File: config.mk
export PLATFORM = sky130hd
export DESIGN_NAME = ppm_channel_decoder_core
export DESIGN_NICKNAME = d
export VERILOG_FILES = /design/src/rtl/ppmcd_pkg.sv /design/src/rtl/ppmcd_edge_timer.sv /design/src/rtl/ppmcd_scaler.sv /design/src/rtl/ppmcd_channel_store.sv /design/src/rtl/ppmcd_burst_out.sv /design/src/rtl/ppm_channel_decoder_core.sv
export SDC_FILE = /design/constraint.sdc
export NUM_CORES = 1
export LEC_CHECK = 0
export BUFFER_PORTS_ARGS = -buffer_cell sky130_fd_sc_hd__buf_2
export CORE_UTILIZATION = 70
export CTS_BUF_LIST = sky130_fd_sc_hd__clkbuf_4
export CTS_CLUSTER_SIZE = 30
export DETAILED_ROUTE_END_ITERATION = 8
export PLACE_DENSITY_LB_ADDON = 0.15
export SYNTH_ARGS = -nofsm -noshare
export SYNTH_HDL_FRONTEND = slang
export SYNTH_HIERARCHICAL = 1
export SYNTH_SLANG_ARGS = --single-unit
File: constraint.sdc
create_clock -name clk -period 12.4 [get_ports clk]
set_input_delay 3.72 -clock clk [delete_from_list [all_inputs] [get_ports clk]]
set_output_delay 3.72 -clock clk [all_outputs]
set_load 0.02 [all_outputs]
File: src/rtl/ppmcd_pkg.sv
package ppmcd_pkg;

  localparam int CNT_W      = 24;
  localparam int VAL_W      = 12;
  localparam int IDX_W      = 4;
  localparam int CFG_ADDR_W = 2;
  localparam int CFG_DATA_W = 24;

  localparam logic [CNT_W-1:0] COUNTER_MAX = {CNT_W{1'b1}};

  localparam int CHANNEL_COUNT_DEF = 12;
  localparam int TICKS_PER_US_DEF  = 200;

  localparam logic [CNT_W-1:0] SYNC_GAP_RESET     = CNT_W'(344000);
  localparam logic [VAL_W-1:0] PULSE_OFFSET_RESET = VAL_W'(300);
  localparam logic [VAL_W-1:0] CLAMP_LOW_RESET    = VAL_W'(1000);
  localparam logic [VAL_W-1:0] CLAMP_HIGH_RESET   = VAL_W'(2000);
  localparam logic [VAL_W-1:0] STORE_RESET        = VAL_W'(1000);

  typedef enum logic [CFG_ADDR_W-1:0] {
    REG_SYNC_GAP     = 2'd0,
    REG_PULSE_OFFSET = 2'd1,
    REG_CLAMP_LOW    = 2'd2,
    REG_CLAMP_HIGH   = 2'd3
  } cfg_reg_t;

  // Edge classification of one sample, with the measured low time.
  typedef struct packed {
    logic             valid;
    logic             store_en;
    logic             sync;
    logic             snap;
    logic [CNT_W-1:0] width;
  } edge_req_t;

  // Same request after the tick count has been scaled to microseconds.
  typedef struct packed {
    logic             valid;
    logic             store_en;
    logic             sync;
    logic             snap;
    logic [CNT_W-1:0] quotient;
  } scale_req_t;

endpackage

File: src/rtl/ppmcd_edge_timer.sv
module ppmcd_edge_timer (
  input  logic                        clk,
  input  logic                        rst,
  input  logic                        accept,
  input  logic                        pin_level,
  input  logic                        snapshot_request,
  input  logic [ppmcd_pkg::CNT_W-1:0] sync_gap_ticks,
  output ppmcd_pkg::edge_req_t        req
);
  import ppmcd_pkg::*;

  logic             previous_level;
  logic [CNT_W-1:0] tick_counter;
  logic [CNT_W-1:0] tick_counter_next;
  edge_req_t        req_next;

  always_comb begin
    req_next          = '0;
    req_next.valid    = accept;
    req_next.snap     = accept & snapshot_request;
    req_next.width    = tick_counter;
    tick_counter_next = tick_counter;
    if (pin_level != previous_level) begin
      tick_counter_next = '0;
      if (pin_level) begin
        req_next.sync     = accept & (tick_counter > sync_gap_ticks);
        req_next.store_en = accept & ~(tick_counter > sync_gap_ticks);
      end
    end else if (tick_counter != COUNTER_MAX) begin
      tick_counter_next = tick_counter + CNT_W'(1);
    end
  end

  always_ff @(posedge clk) begin
    if (rst) begin
      previous_level <= 1'b0;
      tick_counter   <= '0;
    end else if (accept) begin
      previous_level <= pin_level;
      tick_counter   <= tick_counter_next;
    end
  end

  always_ff @(posedge clk) begin
    if (rst) begin
      req.valid    <= 1'b0;
      req.store_en <= 1'b0;
      req.sync     <= 1'b0;
      req.snap     <= 1'b0;
    end else begin
      req.valid    <= req_next.valid;
      req.store_en <= req_next.store_en;
      req.sync     <= req_next.sync;
      req.snap     <= req_next.snap;
    end
    req.width <= req_next.width;
  end

endmodule

File: src/rtl/ppmcd_scaler.sv
module ppmcd_scaler #(
  parameter int TICKS_PER_US = ppmcd_pkg::TICKS_PER_US_DEF
) (
  input  logic                        clk,
  input  logic                        rst,
  input  ppmcd_pkg::edge_req_t        req_in,
  input  logic [ppmcd_pkg::VAL_W-1:0] pulse_offset_us,
  input  logic [ppmcd_pkg::VAL_W-1:0] clamp_low_us,
  input  logic [ppmcd_pkg::VAL_W-1:0] clamp_high_us,
  output ppmcd_pkg::scale_req_t       req_out,
  output logic [ppmcd_pkg::VAL_W-1:0] value
);
  import ppmcd_pkg::*;

  // Division by a constant as multiply by a rounded-up reciprocal; exact for
  // every dividend of CNT_W bits.
  localparam int              SHIFT_L = $clog2(TICKS_PER_US);
  localparam int              SHIFT   = CNT_W + SHIFT_L;
  localparam longint unsigned RECIP   =
    ((64'd1 << SHIFT) + longint'(TICKS_PER_US) - 64'd1) / longint'(TICKS_PER_US);
  localparam int              RECIP_W = CNT_W + 1;
  localparam int              PROD_W  = CNT_W + RECIP_W;
  localparam logic [PROD_W-1:0] RECIP_EXT = PROD_W'(RECIP[RECIP_W-1:0]);

  logic [PROD_W-1:0] product;
  logic [PROD_W-1:0] product_shifted;
  logic [CNT_W:0]    sum;

  assign product         = PROD_W'(req_in.width) * RECIP_EXT;
  assign product_shifted = product >> SHIFT;

  always_ff @(posedge clk) begin
    if (rst) begin
      req_out.valid    <= 1'b0;
      req_out.store_en <= 1'b0;
      req_out.sync     <= 1'b0;
      req_out.snap     <= 1'b0;
    end else begin
      req_out.valid    <= req_in.valid;
      req_out.store_en <= req_in.store_en;
      req_out.sync     <= req_in.sync;
      req_out.snap     <= req_in.snap;
    end
    req_out.quotient <= product_shifted[CNT_W-1:0];
  end

  assign sum = {1'b0, req_out.quotient} + (CNT_W+1)'(pulse_offset_us);

  // The high bound is tested first; with crossed bounds, only sums above it take it.
  always_comb begin
    priority if (sum > (CNT_W+1)'(clamp_high_us)) begin
      value = clamp_high_us;
    end else if (sum < (CNT_W+1)'(clamp_low_us)) begin
      value = clamp_low_us;
    end else begin
      value = sum[VAL_W-1:0];
    end
  end

endmodule

File: src/rtl/ppmcd_channel_store.sv
module ppmcd_channel_store #(
  parameter int CHANNEL_COUNT = ppmcd_pkg::CHANNEL_COUNT_DEF
) (
  input  logic                                            clk,
  input  logic                                            rst,
  input  ppmcd_pkg::scale_req_t                           req,
  input  logic [ppmcd_pkg::VAL_W-1:0]                     value,
  output logic [CHANNEL_COUNT-1:0][ppmcd_pkg::VAL_W-1:0]  store
);
  import ppmcd_pkg::*;

  localparam int PTR_W = (CHANNEL_COUNT > 1) ? $clog2(CHANNEL_COUNT) : 1;
  localparam logic [PTR_W-1:0] PTR_LAST = PTR_W'(CHANNEL_COUNT - 1);

  logic [PTR_W-1:0] channel_pointer;
  logic [PTR_W-1:0] channel_pointer_next;

  always_comb begin
    channel_pointer_next = channel_pointer;
    priority if (req.valid && req.sync) begin
      channel_pointer_next = '0;
    end else if (req.valid && req.store_en) begin
      channel_pointer_next = (channel_pointer == PTR_LAST) ? '0
                                                           : channel_pointer + PTR_W'(1);
    end else begin
      channel_pointer_next = channel_pointer;
    end
  end

  always_ff @(posedge clk) begin
    if (rst) begin
      channel_pointer <= '0;
      for (int k = 0; k < CHANNEL_COUNT; k++) begin
        store[k] <= STORE_RESET;
      end
    end else begin
      channel_pointer <= channel_pointer_next;
      if (req.valid && req.store_en) begin
        store[channel_pointer] <= value;
      end
    end
  end

endmodule

File: src/rtl/ppmcd_burst_out.sv
module ppmcd_burst_out #(
  parameter int CHANNEL_COUNT = ppmcd_pkg::CHANNEL_COUNT_DEF
) (
  input  logic                                           clk,
  input  logic                                           rst,
  input  logic                                           load,
  input  logic [CHANNEL_COUNT-1:0][ppmcd_pkg::VAL_W-1:0] values,
  output logic                                           busy,
  output logic                                           out_valid,
  input  logic                                           out_ready,
  output logic [ppmcd_pkg::IDX_W-1:0]                    channel_index,
  output logic [ppmcd_pkg::VAL_W-1:0]                    channel_value,
  output logic                                           last_of_burst
);
  import ppmcd_pkg::*;

  localparam int PTR_W = (CHANNEL_COUNT > 1) ? $clog2(CHANNEL_COUNT) : 1;
  localparam logic [PTR_W-1:0] PTR_LAST = PTR_W'(CHANNEL_COUNT - 1);

  logic [CHANNEL_COUNT-1:0][VAL_W-1:0] snap_buf;
  logic [PTR_W-1:0]                    burst_idx;

  always_ff @(posedge clk) begin
    if (rst) begin
      busy      <= 1'b0;
      burst_idx <= '0;
    end else if (load) begin
      busy      <= 1'b1;
      burst_idx <= '0;
    end else if (busy && out_ready) begin
      if (burst_idx == PTR_LAST) begin
        busy <= 1'b0;
      end
      burst_idx <= (burst_idx == PTR_LAST) ? '0 : burst_idx + PTR_W'(1);
    end
  end

  always_ff @(posedge clk) begin
    if (load) begin
      snap_buf <= values;
    end
  end

  assign out_valid     = busy;
  assign channel_index = IDX_W'(burst_idx);
  assign channel_value = snap_buf[burst_idx];
  assign last_of_burst = (burst_idx == PTR_LAST);

endmodule

File: src/rtl/ppm_channel_decoder_core.sv
// Pipeline: an accepted sample is registered in the edge timer, then in the scaler;
// its channel update is then written to the store, and any snapshot loaded with it.
// Throughput: one sample per cycle while in_ready is high; a snapshot holds the
// output for CHANNEL_COUNT transfers; another snapshot request waits until it drains.
// Reset (rst, synchronous): registers to their defaults, counter and pointer to zero,
// every channel to 1000 us, no output pending.
module ppm_channel_decoder_core #(
  parameter int CHANNEL_COUNT = ppmcd_pkg::CHANNEL_COUNT_DEF,
  parameter int TICKS_PER_US  = ppmcd_pkg::TICKS_PER_US_DEF
) (
  input  logic                             clk,
  input  logic                             rst,
  input  logic                             cfg_we,
  input  logic [ppmcd_pkg::CFG_ADDR_W-1:0] cfg_index,
  input  logic [ppmcd_pkg::CFG_DATA_W-1:0] cfg_data,
  input  logic                             in_valid,
  output logic                             in_ready,
  input  logic                             pin_level,
  input  logic                             snapshot_request,
  output logic                             out_valid,
  input  logic                             out_ready,
  output logic [ppmcd_pkg::IDX_W-1:0]      channel_index,
  output logic [ppmcd_pkg::VAL_W-1:0]      channel_value,
  output logic                             last_of_burst
);
  import ppmcd_pkg::*;

  logic [CNT_W-1:0] sync_gap_ticks;
  logic [VAL_W-1:0] pulse_offset_us;
  logic [VAL_W-1:0] clamp_low_us;
  logic [VAL_W-1:0] clamp_high_us;

  logic       accept;
  logic       busy;
  edge_req_t  edge_req;
  scale_req_t scale_req;
  logic [VAL_W-1:0]                    value;
  logic [CHANNEL_COUNT-1:0][VAL_W-1:0] store;

  always_ff @(posedge clk) begin
    if (rst) begin
      sync_gap_ticks  <= SYNC_GAP_RESET;
      pulse_offset_us <= PULSE_OFFSET_RESET;
      clamp_low_us    <= CLAMP_LOW_RESET;
      clamp_high_us   <= CLAMP_HIGH_RESET;
    end else if (cfg_we) begin
      unique case (cfg_reg_t'(cfg_index))
        REG_SYNC_GAP:     sync_gap_ticks  <= cfg_data[CNT_W-1:0];
        REG_PULSE_OFFSET: pulse_offset_us <= cfg_data[VAL_W-1:0];
        REG_CLAMP_LOW:    clamp_low_us    <= cfg_data[VAL_W-1:0];
        REG_CLAMP_HIGH:   clamp_high_us   <= cfg_data[VAL_W-1:0];
      endcase
    end
  end

  // Only one snapshot may be in flight, from acceptance until its last value leaves.
  assign in_ready = ~(snapshot_request & (edge_req.snap | scale_req.snap | busy));
  assign accept   = in_valid & in_ready;

  ppmcd_edge_timer u_edge_timer (
    .clk              (clk),
    .rst              (rst),
    .accept           (accept),
    .pin_level        (pin_level),
    .snapshot_request (snapshot_request),
    .sync_gap_ticks   (sync_gap_ticks),
    .req              (edge_req)
  );

  ppmcd_scaler #(
    .TICKS_PER_US (TICKS_PER_US)
  ) u_scaler (
    .clk             (clk),
    .rst             (rst),
    .req_in          (edge_req),
    .pulse_offset_us (pulse_offset_us),
    .clamp_low_us    (clamp_low_us),
    .clamp_high_us   (clamp_high_us),
    .req_out         (scale_req),
    .value           (value)
  );

  ppmcd_channel_store #(
    .CHANNEL_COUNT (CHANNEL_COUNT)
  ) u_channel_store (
    .clk   (clk),
    .rst   (rst),
    .req   (scale_req),
    .value (value),
    .store (store)
  );

  // The snapshot copies the store in the same cycle that this sample's write lands,
  // so it holds the values from before the update.
  ppmcd_burst_out #(
    .CHANNEL_COUNT (CHANNEL_COUNT)
  ) u_burst_out (
    .clk           (clk),
    .rst           (rst),
    .load          (scale_req.valid & scale_req.snap),
    .values        (store),
    .busy          (busy),
    .out_valid     (out_valid),
    .out_ready     (out_ready),
    .channel_index (channel_index),
    .channel_value (channel_value),
    .last_of_burst (last_of_burst)
  );

endmodule

## Yosys cells after proc, flatten, opt, wreduce, memory -nomap -nowiden

Cells that the tools add are included.
W data, S select, Z words.

| storage, ports and cells | value |
|---|---|
| latch bits | 0 |
| memory bits (read-only) | 0 |
| word-level logic and storage cells | 104 |
| memory bits (writable) | 0 |
| flip-flop bits (word level) | 431 |
| memories kept | 0 |

| cells by class | value |
|---|---|
| $lt $le $gt $ge | 6 |
| divide/modulo/power cells | 0 |
| multipliers | 1 |
| reduce and logical (&&, ||, !) cells | 17 |
| shift-type cells | 0 |
| equal/unequal tests | 7 |
| bitwise gates (word level) | 12 |
| add/subtract/negate cells | 4 |
| mux-type cells | 14 |

Operators with widths:

| cell | number |
|---|---|
| $bwmux W144 | 1 |
| $mul A24 B25 Y49 const B | 1 |
| $bmux W12 S4 | 1 |
| $demux W12 S4 | 1 |
| $mux W12 | 4 |
| $mux W24 | 2 |
| $gt A25 B12 Y1 | 1 |
| $lt A25 B12 Y1 | 1 |
| $add A24 B1 Y24 const B | 1 |
| $gt A24 B24 Y1 | 1 |
| $ne A24 B24 Y1 const B | 1 |
| $add A17 B12 Y18 | 1 |
| $reduce_and A2 Y1 | 6 |
| $lt A4 B5 Y1 const B | 2 |
| $add A4 B1 Y4 const B | 2 |
| $eq A4 B4 Y1 const B | 2 |
| $mux W4 | 2 |
| $and A1 B1 Y1 | 6 |
| $reduce_bool A2 Y1 | 3 |
| $eq A2 B2 Y1 const B | 2 |
| $ge A4 B1 Y1 const B | 1 |
| $logic_and A1 B1 Y1 | 4 |
| $not A1 Y1 | 4 |
| $reduce_or A2 Y1 | 2 |
| other kinds (6) | 9 |

## Longest topological paths before layout

| logic depth | value |
|---|---|
| depth after elaboration | 6 |
| gate-level depth with buffers | 24 |
| depth with buffers taken out | 24 |

## Hierarchy

Netlist, hierarchy kept.

By module, submodules not included:

| module | area an instance (µm²) | sequential area each (µm²) | times used | cells an instance |
|---|---|---|---|---|
| ppmcd_scaler | 11314.6 | 420.4 | 1 | 1149 |
| ppmcd_channel_store | 5800.6 | 2962.8 | 1 | 528 |
| ppmcd_burst_out | 5746.8 | 4424.2 | 1 | 256 |
| ppmcd_edge_timer | 2701.3 | 1061.0 | 1 | 299 |
| ppm_channel_decoder_core | 2468.6 | 1201.2 | 1 | 237 |

## Least setup slack after synthesis

OpenSTA, ideal clock, no wires.

| timing | value |
|---|---|
| path kind | in2out |
| from | input snapshot_request |
| to | output in_ready |
| data arrival time | 3885 ps |
| cell stages on the path | 1 |
| data required time | 8680 ps |
| buffers on the path | 0 |
| slack | 4795 ps |
| path through | o31ai_1 |

| on the way | value |
|---|---|
| word-level cells in the longest chain between the ends | 2 |

RTL lines:

| item | line | source |
|---|---|---|
| start: declaration | ppm_channel_decoder_core.sv:19 | `input logic snapshot_request,` |
| $and A1 B1 Y1 | ppm_channel_decoder_core.sv:57 | `assign in_ready = ~(snapshot_request & (edge_req.snap \| scale_req.snap \| busy));` |
| $not A1 Y1 | ppm_channel_decoder_core.sv:57 |  |
| end: declaration | ppm_channel_decoder_core.sv:17 | `output logic in_ready,` |

Every way passes these cells.

## Final worst setup path

Same ends and word-level chain as after synthesis.

==> run_results.csv <==
group,metric,value,unit
run_status,status,"completed",
final_layout,final_nets,3092,
clocking,cts_buffer_depth,3,
global_routing,grt_pass1_vias,19480,
placed_design,dpl_cell_area,28400,um^2
worst_hold_path,hold_path_class,"reg2reg",
route,drtPass1Iterations,8,
power,clkPwrFrac,0.421,
floorplan,start_util,0.7172,
synthesis,syn_nets,3013,
route,postRouteAntennaNets,0,
floorplan,floorplan.die_area,40770,um^2
power,intPower,2.167,mW
clocking,numCtsBuffers,101,
timing,fin_tns_setup,0,ps
route,drt-total-wl,61.76,mm
setup_path,crit_fanout,2,
synthesis,synth_area,27980,um^2
timing,final_hold_viol_count,0,
final_layout,final_layout_size_suffix_gt1_frac,0.1240,
global_routing,gr-total-overflow,0,
timing,finalCritPeriodShare,0.6317,
global_routing,antenna_found_initial,2,
final_layout,syn_to_final_growth,6.490,%
power,power.switching,670.2,uW
placed_design,gp_congestion,0.9350,
floorplan,std_cell_rows,72,
timing,worst_slack,4567,ps
clocking,cts_sinks,431,
power,swShare,0.2362,
setup_path,critical_path_required,8680,ps
floorplan,io_pins,52,
synthesis,ys_warn_count,6,
timing,rsz0062_at_grt,"false",
power,power_density,95.22,nW/um^2
timing,finClkSkew,60.68,ps
timing,setup_violations,0,
timing,worstMarginPinSlew,1219,ps
global_routing,grt_pass1_wl,99.45,mm
route,wire_per_inst,19.65,um
synthesis,synth_area_per_cell,11.37,um^2
clocking,cts_tree,"yes",
timing,fin_crit,7833,ps
clocking,cts_setup_buffers,0,
setup_path,path_class,"in2out",
route,drc,0,
timing,relSlewSlack,0.1842,
placed_design,dp_hpwl,45.85,mm
floorplan,core-area,39010,um^2
global_routing,grt_usage,0.3139,
power,p_total,2.837,mW
clocking,cts_root_buffer,"clkbuf_4",
power,power.leakage,14.89,nW
clocking,cts_hold_buf,0,
final_layout,fin_cells,3142,
clocking,clkTransAtPathRegs,70,ps
route,viasPerCell,5.778,
run,drv_cap,0,
clocking,htreeDepth,3,
synthesis,syn_inst,2461,
timing,whs,394.3,ps
setup_path,cp_data_arrival_time,4110,ps
clocking,insertion_delay,810,ps
floorplan,die_h,201.9,um
setup_path,startpoint_type,"input port",
final_layout,final_area,29790,um^2
power,irDropWorstVdd,69.51,uV
global_routing,grt_max_degree,123,
power,p_seq_frac,0.518,
placed_design,portBuffers,51,
setup_path,cp-end-kind,"primary output",
placed_design,dpl_worst_slack,4570,ps
clocking,ctsResizeCount,0,
route,drt_iter0_drc,1076,
timing,maxSlewViolCount,0,
final_layout,finish.utilization,0.7637,
timing,fmaxAchievable,0.1277,GHz
route,vias,18150,
floorplan,fp.dieW,201.9,um
power,combPwrFrac,0.061,
placed_design,dp_cells,2955,
## critical path, cell delays in order
cell	delay (ps)
buf_2	110
o31ai_1	70
buf_2	220
## cells in the final DEF, fill, tap and decap left out, drive strengths merged, types with 8 or more instances in the layout
cell and count:
a211o 8, o211ai 11, ha 317, clkinv 15, buf 59, nor2b 12, nand4 22, clkbuf 164
o21ai 31, a21oi 60, mux4 36, xor2 12, xnor2 18, fa 202, nand2b 135, a31oi 12
nand2 80, a21o 19, nand3 35, nor4 9, nor2 159, and3 17, and2 14, edfxtp 144
mux2i 232, nor3 21, dfxtp 287, inv 383, a22oi 14
## flip-flops by register name, summed over array words and instances, names as in the netlist
signal,count
u_burst_out/snap_buf,144
u_channel_store/store,144
u_edge_timer/req,28
sync_gap_ticks,24
u_edge_timer/tick_counter,24
u_scaler/req_out,21
clamp_high_us,12
clamp_low_us,12
pulse_offset_us,12
u_burst_out/channel_index,4
u_channel_store/channel_pointer,4
u_burst_out/busy,1
u_edge_timer/previous_level,1
## routing by layer
metal / routed length [um] / vias up / global-route usage
met5: 0 / - / 0
met4: 2370 / 0 / 0.1350
met3: 3372 / 145 / 0.05482
met2: 30340 / 544 / 0.5345
met1: 25680 / 8902 / 0.3940
li1: - / 8562 / -
## power by group through the flow
stage	Sequential, mW	Combinational (mW)	Clock (mW)
after floorplan	1.50	0.128	0
after global placement	1.50	0.165	0
after detailed placement	1.50	0.171	0
after CTS	1.47	0.173	1.23
after global routing	1.47	0.193	1.30
final	1.47	0.173	1.19
## area by class of cell
type,count,area (um^2)
Multi-Input combinational cell,1566,15930
Sequential cell,431,10070
Inverter,381,1430
Antenna cell,3,7.507
Timing Repair Buffer,59,321.6
Clock buffer,164,1231
Tap cell,518,648.1
Clock inverter,20,148.9
Fill cell,2574,9216
## worst paths after layout
kind / start / end / slack [ps] / cells after the start
worst max-delay path: snapshot_request / in_ready / 4570 / 3
worst min-delay path: u_channel_store/store[13] / u_burst_out/snap_buf[13] / 390 / 0
worst max register to register: u_edge_timer/req[7] / u_scaler/req_out[16] / 5340 / 22
worst min register to register: u_channel_store/store[13] / u_burst_out/snap_buf[13] / 390 / 0
Note: power is estimated with default switching activity, not from simulation.
